===== config.mk =====
export PLATFORM = sky130hd
export DESIGN_NAME = cvs_ctrl
export DESIGN_NICKNAME = d
export VERILOG_FILES = /design/src/design/cvs_pkg.sv /design/src/design/cvs_ctrl.sv
export SDC_FILE = /design/constraint.sdc
export NUM_CORES = 1
export LEC_CHECK = 0
export BUFFER_PORTS_ARGS = -buffer_cell sky130_fd_sc_hd__buf_2
export CORE_AREA = 2 2 39 41
export CTS_CLUSTER_DIAMETER = 200
export DETAILED_ROUTE_END_ITERATION = 8
export DIE_AREA = 0 0 41 43
export GPL_TIMING_DRIVEN = 0
export SETUP_SLACK_MARGIN = 0.1
export SYNTH_ARGS = -nofsm -noshare
export SYNTH_HDL_FRONTEND = slang
export SYNTH_SLANG_ARGS = --single-unit

===== constraint.sdc =====
create_clock -name clk -period 1.69 [get_ports clk]
set_clock_uncertainty 0.15 [all_clocks]
set_input_delay 0.0845 -clock clk [delete_from_list [all_inputs] [get_ports clk]]
set_output_delay 0.0845 -clock clk [all_outputs]
set_load 0.05 [all_outputs]

===== src/design/cvs_pkg.sv =====
// ----------------------------------------------------------------------------
// cvs_pkg
// shared types and codes of the streaming valid convolution
// ----------------------------------------------------------------------------
package cvs_pkg;

	// input opcodes
	localparam logic OP_WEIGHT = 1'b0;
	localparam logic OP_SAMPLE = 1'b1;

	// configuration register indexes
	localparam logic [2:0] CFG_IMAGE_WIDTH   = 3'd0;
	localparam logic [2:0] CFG_IMAGE_HEIGHT  = 3'd1;
	localparam logic [2:0] CFG_CHANNEL_COUNT = 3'd2;
	localparam logic [2:0] CFG_KERNEL_HEIGHT = 3'd3;
	localparam logic [2:0] CFG_KERNEL_WIDTH  = 3'd4;
	localparam logic [2:0] CFG_UNIT_COUNT    = 3'd5;

	localparam int CFG_IDX_W  = 3;
	localparam int CFG_DATA_W = 7;
	localparam int MAX_HEIGHT = 64;

	typedef enum logic [1:0] {
		ST_IDLE,
		ST_ISSUE,
		ST_DRAIN,
		ST_RESULT
	} cvs_state_t;

	// controller to datapath
	typedef struct packed {
		logic accept_weight;
		logic accept_sample;
		logic issue;
		logic load_out;
	} cvs_cmd_t;

	// datapath to controller
	typedef struct packed {
		logic hit;
		logic term_last;
		logic unit_last;
		logic pipe_busy;
		logic out_free;
	} cvs_sts_t;

endpackage


===== src/design/cvs_ctrl.sv =====
// ----------------------------------------------------------------------------
// cvs_ctrl
// sequencer for request intake, term issue, drain and result hand-off
// ----------------------------------------------------------------------------
module cvs_ctrl import cvs_pkg::*; (
	input  logic     clk,
	input  logic     arst_n,
	input  logic     in_valid,
	input  logic     opcode,
	output logic     in_stall,
	input  cvs_sts_t sts,
	output cvs_cmd_t cmd
);

	cvs_state_t state_q, state_d;

	always_ff @(posedge clk or negedge arst_n) begin
		if (!arst_n) state_q <= ST_IDLE;
		else state_q <= state_d;
	end

	always_comb begin
		state_d  = state_q;
		cmd      = '0;
		in_stall = 1'b1;
		case (state_q)
			ST_IDLE: begin
				in_stall = 1'b0;
				if (in_valid) begin
					if (opcode == OP_WEIGHT) begin
						cmd.accept_weight = 1'b1;
					end else begin
						cmd.accept_sample = 1'b1;
						if (sts.hit) state_d = ST_ISSUE;
					end
				end
			end
			ST_ISSUE: begin
				cmd.issue = 1'b1;
				if (sts.term_last) state_d = ST_DRAIN;
			end
			ST_DRAIN: begin
				if (!sts.pipe_busy) state_d = ST_RESULT;
			end
			ST_RESULT: begin
				if (sts.out_free) begin
					cmd.load_out = 1'b1;
					state_d = sts.unit_last ? ST_IDLE : ST_ISSUE;
				end
			end
			default: state_d = ST_IDLE;
		endcase
	end

endmodule


==> results.json <==
{
  "postRouteAntennaNets": 0,
  "rows": 14,
  "fillCellCount": 152,
  "drive_above_1_share_pct": 71.7,
  "cts-buffers-inserted": 3,
  "synth_top_family_by_area": "adder cells",
  "syn_area_per_cell_um2": 8.97,
  "required_ns": 1.64,
  "vias": 252,
  "use_met1_pct": 5.79,
  "worstSkewPairLatency_ns": 0.22,
  "dieArea_um2": 1760,
  "report.final.slew_viol_count": 0,
  "max_freq_mhz": 530,
  "root_buffer": "clkbuf_4",
  "synth_top_area_share_pct": 29.1,
  "regToRegSetupSlack_ns": -0.20,
  "yosys.area_share.adder_pct": 29.1,
  "grt.total_usage_pct": 6.93,
  "power.leakage_nw": 0.222,
  "drv_cap": 0,
  "dpl.hpwl_um": 408,
  "relSlewSlack_pct": 75.4,
  "htree_levels": 1,
  "synth_nets": 38,
  "endpoint_kind": "flip-flop",
  "violations": "negative setup slack",
  "p_per_area_nw_per_um2": 2080,
  "final_area_um2": 452,
  "finalSetupViolations": 2,
  "first_global_vias": 225,
  "cts_tree": "done",
  "dr.pass1.iters": 4,
  "gp_congestion": 0.570,
  "antenna_found_initial": 0,
  "wl_per_cell_um": 8.85,
  "synth_warnings": 0,
  "top_usage_layer": "met2",
  "start_util_pct": 15.6,
  "max-vdd-ir-drop_uv": 717,
  "ios": 14,
  "setup_slack_ns": -0.198,
  "period_share_pct": 112,
  "syn_inst": 24,
  "nNetsFinal": 62,
  "core_area_um2": 1380,
  "netlist_area_um2": 215,
  "synth_cell_types": 12,
  "hold_slack_ns": 0.0173,
  "fin_cells": 62,
  "grt_max_degree": 6,
  "yosysSeqAreaShare_pct": 23.3,
  "synthToLayoutAreaGrowth_pct": 110,
  "met3_usage_pct": 1.57,
  "clk_pin_slew_ns": 0.03,
  "reg_top3": "state_q: 2 flops",
  "synth_simple_gate_area_share_pct": 16.3,
  "tightestPinTransition_ns": 0.369,
  "synth_largest_area_cell": "ha_1",
  "regMostFlops": "state_q",
  "die_x_um": 41,
  "critPathKind": "flip-flop to flip-flop",
  "clkSinkCount": 2,
  "drc": 0,
  "antenna_cells": 0,
  "synthTopCellsByArea": "ha_1 (29%), dfrtp_1 (23%), mux2_1 (10%)",
  "use_met2_pct": 11.3,
  "period_needed_ns": 1.89,
  "clk_path_buf_depth": 2,
  "ys_seq_elements": 2,
  "place_area_um2": 343,
  "viasPerCell": 4.06,
  "holdCritPathClass": "input port to async pin",
  "portBuffers": 13,
  "rsz0062_at_grt": "true",
  "worst_setup_path_start_kind": "flip-flop",
  "synth_compound_area_share_pct": 12.2,
  "dp.cells": 53,
  "drt_first_iter_violations": 3,
  "synth.area.mux_share_pct": 10.5,
  "finalHoldViolations": 0,
  "overflow": 0,
  "crit_arrival_ns": 1.84,
  "drt-total-wl_um": 549,
  "post-place-ws_ns": -0.253,
  "grt_first_pass_wirelength_um": 752,
  "synthXorXnorAreaFrac_pct": 0,
  "worst-path-max-fanout": 4,
  "largest_reg_flops": 2,
  "die_y_um": 43,
  "status": "finished with violations"
}
==> worst paths after layout <==
path,from,to,depth (start not counted)
worst min-delay path,arst_n,state_q[0],2
max in group asynchronous,arst_n,state_q[1],2
worst max-delay path,state_q[0],state_q[1],5
min in group clk,sts[2],state_q[0],4
worst min register to register,state_q[0],state_q[0],2
worst max register to register,state_q[0],state_q[1],5
==> Yosys cell counts (all sizes together) <==
| cell | instances |
|---|---|
| o221a | 1 |
| and3 | 1 |
| ha | 5 |
| dfrtp | 2 |
| nand2 | 3 |
| nand3b | 1 |
| and2 | 1 |
| nor2 | 1 |
| a21oi | 1 |
| a222oi | 1 |
| inv | 5 |
| mux2 | 2 |
==> worst max-delay path: stages, from the launching register on <==
cell and delay (ns):
dfrtp_1 0.39, inv_2 0.09, ha_4 0.16, a222oi_1 0.40
o221a_4 0.27, mux2_4 0.30
==> layout make-up <==
type	instances	area, µm²	share of cell area, %
flip-flops and latches	2	51.3	11.4
clock buffers	3	22.5	4.99
multi-input cells	17	205	45.4
inverters	5	22.5	4.99
well taps	16	20.0	4.43
repair buffers	19	130	28.8
==> routing by layer <==
| metal | part of all wire, % | routed length, µm |
|---|---|---|
| met2 | 56 | 306 |
| met5 | 0 | 0 |
| met1 | 36 | 197 |
| met3 | 8.2 | 45 |
| met4 | 0 | 0 |
==> what timing repair did <==
action / in CTS / in global routing
hold endpoints to repair: 2 / 0
gates resized for setup: 1 / 9
buffers inserted: 4 / 1
endpoints found under the setup margin: 4 / 4
pin swaps: 1 / 3
hold buffers: 1 / 0
==> report_power, final <==
| group | total (mW) | leakage (nW) | switching (mW) | internal [mW] |
|---|---|---|---|---|
| logic | 0.717 | 0.186 | 0.357 | 0.361 |
| clock network | 0.105 | 0.0138 | 0.0270 | 0.0783 |
| registers | 0.119 | 0.0225 | 0.0402 | 0.0788 |
==> cell families after synthesis <==
group                    count (synthesis)
adder cells (fa/ha/maj)                  5
buffers and inverters                    5
AND/OR/NAND/NOR                          7
flip-flops                               2
AO/OA/AOI/OAI                            3
multiplexers                             2
==> layout by cell type, fill, tap and decap left out, types with 2 or more instances in the layout <==
cell type	instances
mux2_4	2
buf_4	5
buf_2	9
inv_1	2
inv_2	2
nand2_1	3
ha_4	3
clkbuf_4	6
==> metrics by stage <==
step / setup TNS (ns) / power (mW) / utilization [%]
after floorplan: -0.216 / 0.584 / -
after global placement: -0.438 / 0.669 / 24.8
after detailed placement: -0.502 / 0.679 / 24.8
after CTS: -0.434 / 0.888 / 30.0
after global routing: -0.574 / 1.02 / 32.6
final: -0.392 / 0.942 / 32.6
Power figures use the tool's default switching activity.
